[config.mk]
export PLATFORM = sky130hd
export DESIGN_NAME = integer_interval_point_counter
export DESIGN_NICKNAME = d
export VERILOG_FILES = /design/src/rtl/iipc_pkg.sv /design/src/rtl/iipc_div.sv /design/src/rtl/iipc_bounds.sv /design/src/rtl/integer_interval_point_counter.sv
export SDC_FILE = /design/constraint.sdc
export NUM_CORES = 1
export LEC_CHECK = 0
export BUFFER_PORTS_ARGS = -buffer_cell sky130_fd_sc_hd__buf_2
export CORE_UTILIZATION = 50
export DETAILED_ROUTE_END_ITERATION = 6
export GPL_TIMING_DRIVEN = 0
export MAX_ROUTING_LAYER = met4
export PLACE_DENSITY = 0.68
export RECOVER_POWER = 100
export SLEW_MARGIN = 20
export SYNTH_ARGS = -nofsm -noshare
export SYNTH_HDL_FRONTEND = slang
export SYNTH_HIERARCHICAL = 1
export SYNTH_SLANG_ARGS = --single-unit
[constraint.sdc]
create_clock -name clk -period 6.7 [get_ports clk]
set_input_delay 0 -clock clk [delete_from_list [all_inputs] [get_ports clk]]
set_output_delay 0 -clock clk [all_outputs]
set_load 0.05 [all_outputs]
[src/rtl/iipc_pkg.sv]
// Package for the integer interval point counter: widths, relation codes
// and the command struct passed from the control logic to the bound unit.
// No dependencies.
`timescale 1ns / 1ps

package iipc_pkg;

  localparam int OPERAND_WIDTH = 32;
  localparam int COUNT_WIDTH   = 34;
  localparam int WL_WIDTH      = 6;
  localparam int WL_MAX        = 32;
  localparam int REL_WIDTH     = 3;

  // Bounds must hold a quotient of magnitude 2^(OPERAND_WIDTH-1) shifted by
  // one, and the initial range of a 32-bit word.
  localparam int BOUND_WIDTH = ((OPERAND_WIDTH > WL_MAX) ? OPERAND_WIDTH : WL_MAX) + 2;

  localparam int DIV_CNT_WIDTH = $clog2(OPERAND_WIDTH + 1);

  localparam int S_TDATA_WIDTH = ((2 * OPERAND_WIDTH + 7) / 8) * 8;
  localparam int M_TDATA_WIDTH = ((COUNT_WIDTH + 7) / 8) * 8;
  localparam int S_TUSER_WIDTH = REL_WIDTH + 1;

  localparam logic [REL_WIDTH-1:0] REL_EQ = 3'd0;
  localparam logic [REL_WIDTH-1:0] REL_LE = 3'd1;
  localparam logic [REL_WIDTH-1:0] REL_LT = 3'd2;
  localparam logic [REL_WIDTH-1:0] REL_GT = 3'd3;
  localparam logic [REL_WIDTH-1:0] REL_GE = 3'd4;

  typedef struct packed {
    logic                     apply;
    logic                     set_lo;
    logic                     set_up;
    logic                     lo_ceil;
    logic                     up_floor;
    logic                     neg;
    logic                     rem_nz;
    logic [OPERAND_WIDTH-1:0] quotient;
  } bnd_cmd_t;

  typedef struct packed {
    logic                     done;
    logic                     rem_nz;
    logic [OPERAND_WIDTH-1:0] quotient;
  } div_res_t;

endpackage

[src/rtl/iipc_div.sv]
// Radix-2 restoring divider for operand magnitudes, one quotient bit per cycle.
// Depends on iipc_pkg.
`timescale 1ns / 1ps

module iipc_div import iipc_pkg::*; (
  input  logic                     clk,
  input  logic                     rst,
  input  logic                     start,
  input  logic [OPERAND_WIDTH-1:0] dividend,
  input  logic [OPERAND_WIDTH-1:0] divisor,
  output div_res_t                 res
);

  logic                     busy;
  logic                     done;
  logic [DIV_CNT_WIDTH-1:0] cnt;
  logic [OPERAND_WIDTH-1:0] rem;
  logic [OPERAND_WIDTH-1:0] quo;
  logic [OPERAND_WIDTH-1:0] dvs;
  logic [OPERAND_WIDTH:0]   shifted;
  logic [OPERAND_WIDTH+1:0] trial;

  assign shifted = {rem, quo[OPERAND_WIDTH-1]};
  assign trial   = {1'b0, shifted} - {2'b00, dvs};

  always_ff @(posedge clk) begin
    if (rst) begin
      busy <= 1'b0;
      done <= 1'b0;
      cnt  <= '0;
    end else begin
      done <= 1'b0;
      if (start) begin
        busy <= 1'b1;
        cnt  <= DIV_CNT_WIDTH'(OPERAND_WIDTH);
      end else if (busy) begin
        cnt <= cnt - 1'b1;
        if (cnt == DIV_CNT_WIDTH'(1)) begin
          busy <= 1'b0;
          done <= 1'b1;
        end
      end
    end
  end

  always_ff @(posedge clk) begin
    if (start) begin
      rem <= '0;
      quo <= dividend;
      dvs <= divisor;
    end else if (busy) begin
      if (!trial[OPERAND_WIDTH+1]) begin
        rem <= trial[OPERAND_WIDTH-1:0];
        quo <= {quo[OPERAND_WIDTH-2:0], 1'b1};
      end else begin
        rem <= shifted[OPERAND_WIDTH-1:0];
        quo <= {quo[OPERAND_WIDTH-2:0], 1'b0};
      end
    end
  end

  assign res.done     = done;
  assign res.rem_nz   = |rem;
  assign res.quotient = quo;

endmodule

[src/rtl/iipc_bounds.sv]
// Lower and upper bound registers, their tightening from a quotient, and the
// point count of the current interval. Depends on iipc_pkg.
`timescale 1ns / 1ps

module iipc_bounds import iipc_pkg::*; (
  input  logic                   clk,
  input  logic                   rst,
  input  logic                   load,
  input  logic [WL_WIDTH-1:0]    load_wl,
  input  bnd_cmd_t               cmd,
  output logic [COUNT_WIDTH-1:0] count,
  output logic                   unb
);

  logic signed [BOUND_WIDTH-1:0] lower_bound;
  logic signed [BOUND_WIDTH-1:0] upper_bound;
  logic                          lower_known;
  logic                          upper_known;

  logic [WL_WIDTH-1:0]           wl_c;
  logic [BOUND_WIDTH-1:0]        half;
  logic signed [BOUND_WIDTH-1:0] init_lo;
  logic signed [BOUND_WIDTH-1:0] init_up;

  logic [BOUND_WIDTH-1:0]        qext;
  logic [BOUND_WIDTH-1:0]        base;
  logic signed [2:0]             lo_off;
  logic signed [2:0]             up_off;
  logic signed [BOUND_WIDTH-1:0] lo_val;
  logic signed [BOUND_WIDTH-1:0] up_val;

  logic signed [BOUND_WIDTH:0]   diff;
  logic [BOUND_WIDTH+1:0]        full;

  assign wl_c    = (load_wl > WL_WIDTH'(WL_MAX)) ? WL_WIDTH'(WL_MAX) : load_wl;
  assign half    = BOUND_WIDTH'(1) << (wl_c - 1'b1);
  assign init_lo = -$signed(half);
  assign init_up = $signed(half - 1'b1);

  assign qext = BOUND_WIDTH'(cmd.quotient);
  assign base = cmd.neg ? ~qext : qext;

  always_comb begin
    if (cmd.lo_ceil) begin
      lo_off = cmd.neg ? 3'sd1 : (cmd.rem_nz ? 3'sd1 : 3'sd0);
    end else begin
      lo_off = cmd.neg ? (cmd.rem_nz ? 3'sd1 : 3'sd2) : 3'sd1;
    end
    if (cmd.up_floor) begin
      up_off = cmd.neg ? (cmd.rem_nz ? 3'sd0 : 3'sd1) : 3'sd0;
    end else begin
      up_off = cmd.neg ? 3'sd0 : (cmd.rem_nz ? 3'sd0 : -3'sd1);
    end
  end

  assign lo_val = $signed(base) + $signed({{(BOUND_WIDTH-3){lo_off[2]}}, lo_off});
  assign up_val = $signed(base) + $signed({{(BOUND_WIDTH-3){up_off[2]}}, up_off});

  always_ff @(posedge clk) begin
    if (rst) begin
      lower_bound <= -$signed(BOUND_WIDTH'(1) << (WL_MAX - 1));
      upper_bound <= $signed((BOUND_WIDTH'(1) << (WL_MAX - 1)) - 1'b1);
      lower_known <= 1'b1;
      upper_known <= 1'b1;
    end else if (load) begin
      if (wl_c == '0) begin
        lower_bound <= '0;
        upper_bound <= '0;
        lower_known <= 1'b0;
        upper_known <= 1'b0;
      end else begin
        lower_bound <= init_lo;
        upper_bound <= init_up;
        lower_known <= 1'b1;
        upper_known <= 1'b1;
      end
    end else if (cmd.apply) begin
      if (cmd.set_lo && (!lower_known || lo_val > lower_bound)) begin
        lower_bound <= lo_val;
        lower_known <= 1'b1;
      end
      if (cmd.set_up && (!upper_known || up_val < upper_bound)) begin
        upper_bound <= up_val;
        upper_known <= 1'b1;
      end
    end
  end

  assign diff = {upper_bound[BOUND_WIDTH-1], upper_bound}
              - {lower_bound[BOUND_WIDTH-1], lower_bound};
  assign full = {1'b0, diff} + 1'b1;

  always_comb begin
    unb   = 1'b0;
    count = '0;
    if (!lower_known || !upper_known) begin
      unb = 1'b1;
    end else if (!diff[BOUND_WIDTH]) begin
      if (|full[BOUND_WIDTH+1:COUNT_WIDTH]) begin
        count = '1;
      end else begin
        count = full[COUNT_WIDTH-1:0];
      end
    end
  end

endmodule

[src/rtl/integer_interval_point_counter.sv]
// Top level of the integer interval point counter: stream ports, control
// sequencer and result register. Depends on iipc_pkg, iipc_div, iipc_bounds.
//
// Channel  Direction  Transaction carries
// s_*      in         one constraint: coefficient, constant, relation, asserted, last
// m_*      out        one result per set: point_count, unbounded
// cfg_*    in         word_length
//
// A constraint with a nonzero coefficient and a valid relation runs through
// the bit-serial divider in ST_DIV before its bounds are tightened; other
// constraints are taken in ST_IDLE alone. A last constraint then passes ST_COUNT
// to form the count. Reset sets word_length to 32 and loads its bounds.
// A new constraint is accepted while a result waits; a set finishes only once
// the result register is free.
`timescale 1ns / 1ps

module integer_interval_point_counter import iipc_pkg::*; (
  input  logic                     clk,
  input  logic                     rst,
  // s_tdata: coefficient, constant
  input  logic [S_TDATA_WIDTH-1:0] s_tdata,
  // s_tuser: relation, asserted
  input  logic [S_TUSER_WIDTH-1:0] s_tuser,
  input  logic                     s_tlast,
  input  logic                     s_tvalid,
  output logic                     s_tready,
  // m_tdata: point_count, zero fill
  output logic [M_TDATA_WIDTH-1:0] m_tdata,
  // m_tuser: unbounded
  output logic [0:0]               m_tuser,
  output logic                     m_tvalid,
  input  logic                     m_tready,
  input  logic [WL_WIDTH-1:0]      cfg_data,
  input  logic                     cfg_valid,
  output logic                     cfg_ready
);

  localparam logic [1:0] ST_IDLE  = 2'd0;
  localparam logic [1:0] ST_DIV   = 2'd1;
  localparam logic [1:0] ST_COUNT = 2'd2;

  logic [1:0]               state;
  logic [1:0]               state_next;
  logic [WL_WIDTH-1:0]      word_length;

  logic signed [OPERAND_WIDTH-1:0] coefficient;
  logic signed [OPERAND_WIDTH-1:0] constant;
  logic [REL_WIDTH-1:0]     relation;
  logic                     asserted;
  logic [OPERAND_WIDTH-1:0] a_mag;
  logic [OPERAND_WIDTH-1:0] b_mag;
  logic [REL_WIDTH-1:0]     rel_flip;
  logic [REL_WIDTH-1:0]     rel_eff;
  logic                     s_acc;
  logic                     needs_div;
  logic                     cfg_acc;
  logic                     out_free;
  logic                     finish;

  logic                     last_q;
  logic                     set_lo;
  logic                     set_up;
  logic                     lo_ceil;
  logic                     up_floor;
  logic                     neg;

  div_res_t                 div_res;
  bnd_cmd_t                 cmd;
  logic [COUNT_WIDTH-1:0]   count;
  logic                     unb;

  assign coefficient = s_tdata[OPERAND_WIDTH-1:0];
  assign constant    = s_tdata[2*OPERAND_WIDTH-1:OPERAND_WIDTH];
  assign relation    = s_tuser[REL_WIDTH-1:0];
  assign asserted    = s_tuser[REL_WIDTH];

  assign a_mag = coefficient[OPERAND_WIDTH-1] ? (~coefficient + 1'b1) : coefficient;
  assign b_mag = constant[OPERAND_WIDTH-1] ? (~constant + 1'b1) : constant;

  assign s_tready  = (state == ST_IDLE);
  assign s_acc     = s_tvalid && s_tready;
  assign cfg_ready = 1'b1;
  assign cfg_acc   = cfg_valid && cfg_ready;
  assign needs_div = (coefficient != '0) && (relation inside {[REL_EQ:REL_GE]});
  assign out_free  = !m_tvalid || m_tready;
  assign finish    = (state == ST_COUNT) && out_free;

  always_comb begin
    rel_flip = coefficient[OPERAND_WIDTH-1] ? (REL_WIDTH'(5) - relation) : relation;
    rel_eff  = rel_flip;
    if (!asserted) begin
      case (rel_flip)
        REL_LE:  rel_eff = REL_GT;
        REL_LT:  rel_eff = REL_GE;
        REL_GT:  rel_eff = REL_LE;
        REL_GE:  rel_eff = REL_LT;
        default: rel_eff = rel_flip;
      endcase
    end
  end

  always_comb begin
    state_next = state;
    case (state)
      ST_IDLE: begin
        if (s_acc) begin
          if (needs_div) begin
            state_next = ST_DIV;
          end else if (s_tlast) begin
            state_next = ST_COUNT;
          end
        end
      end
      ST_DIV: begin
        if (div_res.done) begin
          state_next = last_q ? ST_COUNT : ST_IDLE;
        end
      end
      ST_COUNT: begin
        if (out_free) begin
          state_next = ST_IDLE;
        end
      end
      default: state_next = ST_IDLE;
    endcase
  end

  always_ff @(posedge clk) begin
    if (rst) begin
      state       <= ST_IDLE;
      word_length <= WL_WIDTH'(WL_MAX);
      m_tvalid    <= 1'b0;
    end else begin
      state <= state_next;
      if (cfg_acc) begin
        word_length <= cfg_data;
      end
      if (finish) begin
        m_tvalid <= 1'b1;
      end else if (m_tready) begin
        m_tvalid <= 1'b0;
      end
    end
  end

  always_ff @(posedge clk) begin
    if (s_acc) begin
      last_q <= s_tlast;
      neg    <= coefficient[OPERAND_WIDTH-1] ^ constant[OPERAND_WIDTH-1];
      if (relation == REL_EQ) begin
        set_lo   <= 1'b1;
        set_up   <= 1'b1;
        lo_ceil  <= 1'b1;
        up_floor <= 1'b1;
      end else begin
        set_lo   <= (rel_eff == REL_GT) || (rel_eff == REL_GE);
        set_up   <= (rel_eff == REL_LE) || (rel_eff == REL_LT);
        lo_ceil  <= (rel_eff == REL_GE);
        up_floor <= (rel_eff == REL_LE);
      end
    end
    if (finish) begin
      m_tdata    <= M_TDATA_WIDTH'(count);
      m_tuser[0] <= unb;
    end
  end

  iipc_div u_div (
    .clk      (clk),
    .rst      (rst),
    .start    (s_acc && needs_div),
    .dividend (b_mag),
    .divisor  (a_mag),
    .res      (div_res)
  );

  assign cmd.apply    = (state == ST_DIV) && div_res.done;
  assign cmd.set_lo   = set_lo;
  assign cmd.set_up   = set_up;
  assign cmd.lo_ceil  = lo_ceil;
  assign cmd.up_floor = up_floor;
  assign cmd.neg      = neg;
  assign cmd.rem_nz   = div_res.rem_nz;
  assign cmd.quotient = div_res.quotient;

  iipc_bounds u_bounds (
    .clk     (clk),
    .rst     (rst),
    .load    (cfg_acc || finish),
    .load_wl (cfg_acc ? cfg_data : word_length),
    .cmd     (cmd),
    .count   (count),
    .unb     (unb)
  );

endmodule

==> metrics.md <==
| Metric | Value |
|---|---|
| Layout overhead on the synthesized area | `19.6%` |
| Root buffer cell | `clkbuf_16` |
| Final hold violations | `0` |
| Residual DRC | `0` |
| Share of layout cells above drive strength 1 | `0.129` |
| Design area | `approximately 25000 sq um` |
| First-pass GRT wire length | `roughly 120000 um` |
| Filler Cells Inserted | `3782` |
| Most frequent cells in the layout | `nor2_1 (222), nand2_1 (212), o21ai_0 (185), inv_1 (160), a21oi_1 (151)` |
| Crit path max-delay cell type | `or4_4` |
| Max_slew headroom | `-0.303` |
| Post-synthesis cell area | `between 20000 and 25000 sq um` |
| Fin cells | `between 3000 and 4000` |
| CTS HTree Levels | `1` |
| Critical Path RT | `7160 ps` |
| Hold Startpoint | `s_tuser[1]` |
| Critical path fanouts, max | `10` |
| Initial drt markers | `2319` |
| Die Width | `around 210 um` |
| CTS clk-pin slew, worst paths | `roughly 70 ps` |
| Max Cap Violations | `2` |
| Power density cells | `263 nW/um^2` |
| Overall Global Routing Usage | `0.355` |
| DIE AREA | `between 40000 and 50000 sq um` |
| R2R depth | `29` |
| Gr ovfl total | `0` |
| I/O pin cnt | `124` |
| Placeable Area | `about 42000 sq um` |
| Cells after DPL | `3301` |
| Asr flop ratio synth | `0` |
| Int Pwr | `roughly 4 mW` |
| Synth warn | `6` |
| Clock Skew | `16.5 ps` |
| RSZ-0062 raised after global routing | `true` |
| DR vias | `21800` |
| Peak VDD IR | `roughly 0.00018 V` |
| Commonest non-fill, non-tap cell in the layout | `nor2_1` |
| Initial antenna violation count | `0` |
| Largest net degree at the start of global routing | `33` |
| Distinct cells, synth | `101` |
| WL/cell | `22.0 um` |
| Die height | `208 um` |
| Share of power burned in registers | `0.277` |
| Critical R2R Launch | `u_div/rem[6]$_SDFFE_PP0P_` |
| Worst-Skew Late Latency | `around 590 ps` |
| Hold Path Class | `in2reg` |
| Worst Tran Pin Value | `between 1500 and 2000 ps` |
| Tcrit/Tclk final | `0.999` |
| Detail Route Antenna Nets | `0` |
| Buffers and inverters on the worst path | `6` |
| Leak pwr | `10.2 nW` |
| Post-Route WL | `around 77000 um` |
| Synth Area per Inst | `8.05 sq um` |
| Crit path time final | `about 6700 ps` |
| Buffer depth of the longest clock path | `3` |
| Post-synthesis sequential area ratio | `0.260` |
| Hold path depth | `2` |
| Row cnt | `75` |
| Crit path max-delay family | `compound AO/OA/AOI/OAI gates` |
| FMAX | `149 MHz` |
| Yosys reg bits | `224` |
| Syn Inst Count | `approximately 2600` |
| # clock sinks | `roughly 220` |
| Num CTS Buffers | `27` |
| Post-DP HPWL | `59400 um` |
| CTS tree | `done` |
| Vias/cell | `6.24` |
| Layout Nets | `between 3000 and 4000` |
| Clock power share | `0.244` |
| Drt pass-1 iters | `6` |
| Critical setup path kind | `reg2reg` |
| Final Max Slew Viols | `between 50 and 60` |
| Startpoint Class | `flop` |
| FF-to-FF End | `u_bounds/upper_bound[24]$_SDFFE_PP1P_` |
| Setup violations, final | `0` |
| Nature of the critical path endpoint | `flop` |
| CP peak stage delay | `between 500 and 600 ps` |
| End of the worst hold path | `set_lo$_SDFFCE_PN1P_` |
| Net Sw Power | `around 2.8 mW` |
| Gate power share | `0.478` |
| Synth Flop Type | `dfxtp_1` |
| Ant diodes | `0` |
| Failing checks | `max-capacitance violations, max-slew violations` |
| Setup slack, reg-to-reg | `between 4 and 5 ps` |
| Final RePlAce weighted congestion | `between 0.9 and 1` |
| Post-Route Utilization | `0.606` |
| WP data arrival | `7150 ps` |
| Vias in the first global route | `around 20000` |
| Cell mode on critical path | `buf_6` |
| Buffers on Ports | `113` |
| Switch share | `0.417` |
| Status | `finished, violations left` |
| Post-synth EDFFs | `105` |
| Placed inst area | `about 23000 sq um` |
| Initial core utilization | `0.507` |
## cell type report
type | instances | area, sq um | share of cell area
Multi-Input combinational cell | 2104 | 14900 | 0.585
Sequential cell | 224 | 5550 | 0.218
Timing Repair Buffer | 258 | 1910 | 0.0752
Buffer | 153 | 813 | 0.0320
Clock buffer | 32 | 714 | 0.0281
Tap cell | 539 | 674 | 0.0265
Inverter | 162 | 613 | 0.0241
Clock inverter | 18 | 268 | 0.0105
## state kept, by name, summed over array words and instances (netlist names), 2 cells and up
register and flops:
state 2, u_div/quo 32, m_tdata 34, u_div/cnt 6, u_div/rem 32, word_length 6, u_div/dvs 32, u_bounds/lower_bound 34
u_bounds/upper_bound 34
## cell families after synthesis
| kind of cell | after synthesis | share of synthesized area |
|---|---|---|
| AND/OR/NAND/NOR | 865 | 0.206 |
| flip-flops | 224 | 0.260 |
| buffers and inverters | 319 | 0.0612 |
| XOR/XNOR | 223 | 0.0918 |
| AO/OA/AOI/OAI | 759 | 0.241 |
| other | 2 | 0.000353 |
| multiplexers | 94 | 0.0470 |
| adder cells (fa/ha/maj) | 156 | 0.0928 |
## timing repair
item / in CTS / in global routing
gates cloned: 1 / 1
resized for setup: 89 / 91
hold buffers: 100 / 0
setup endpoints to repair: 69 / 69
setup buffers: 22 / 19
pin swaps: 22 / 33
hold endpoints to repair: 84 / 0
## power by group through the flow
stage	clock network, mW	logic [mW]	registers (mW)
after floorplan	0	2.16	1.84
after global placement	0	2.90	1.85
after CTS	1.66	3.08	1.83
after detailed placement	0	2.96	1.85
final	1.64	3.20	1.86
after global routing	1.71	3.49	1.88
## how the worst max path moves through the flow
stage / slack, ps / cells past startpoint / end / start
2_1_floorplan: 9 / 28 / u_bounds/upper_bound[16]$_SDFFE_PP1P_ / neg$_DFFE_PP_
3_5_place_dp: -3600 / 29 / u_bounds/upper_bound[7]$_SDFFE_PP1P_ / neg$_DFFE_PP_
6_report: 4 / 29 / u_bounds/upper_bound[24]$_SDFFE_PP1P_ / u_div/rem[6]$_SDFFE_PP0P_
5_1_grt: -30 / 28 / u_bounds/upper_bound[17]$_SDFFE_PP1P_ / u_div/rem[14]$_SDFFE_PP0P_
3_3_place_gp: -3520 / 29 / u_bounds/upper_bound[5]$_SDFFE_PP1P_ / neg$_DFFE_PP_
4_1_cts: 5 / 25 / u_bounds/lower_bound[30]$_SDFFE_PP0P_ / neg$_DFFE_PP_
## routing by layer
layer	wire (um)	track usage
met1	34700	0.492
met4	2920	0.114
met2	33400	0.538
met3	5800	0.0403
met5	0	-
## stage by stage
stage | hold WS (ps) | worst slack (ps) | power [mW] | TNS, ps
detailed placement | 231 | -3600 | 4.82 | -198710
global placement | 217 | -3520 | 4.75 | -217460
CTS | 38.2 | 5.29 | 6.57 | 0
floorplan | 72.4 | 9.22 | 4.00 | 0
finish | 78.9 | 4.39 | 6.70 | 0
global route | 129 | -28.9 | 7.07 | -175
## cell usage after synthesis (23+ instances only)
library cell / n / area (sq um)
xnor2_1: 152 / 1330
a21o_1: 64 / 480
nor2_1: 230 / 863
dfxtp_1: 119 / 2380
nand2b_1: 30 / 188
and2_1: 26 / 163
o211ai_1: 23 / 173
o31ai_1: 35 / 263
inv_1: 160 / 601
clkbuf_1: 107 / 402
a21oi_1: 157 / 786
nand2_1: 214 / 803
nor2b_1: 28 / 175
mux2_2: 47 / 529
xor2_1: 71 / 622
ha_1: 153 / 1910
a211oi_1: 37 / 278
edfxtp_1: 105 / 3150
nand4_1: 39 / 244
mux2i_1: 47 / 470
and3_1: 28 / 175
nor4_1: 39 / 244
nand3_1: 80 / 400
nor3_1: 45 / 225
a31oi_1: 29 / 181
buf_1: 23 / 86.3
o21ai_0: 182 / 911
Power figures use the tool's default switching activity.
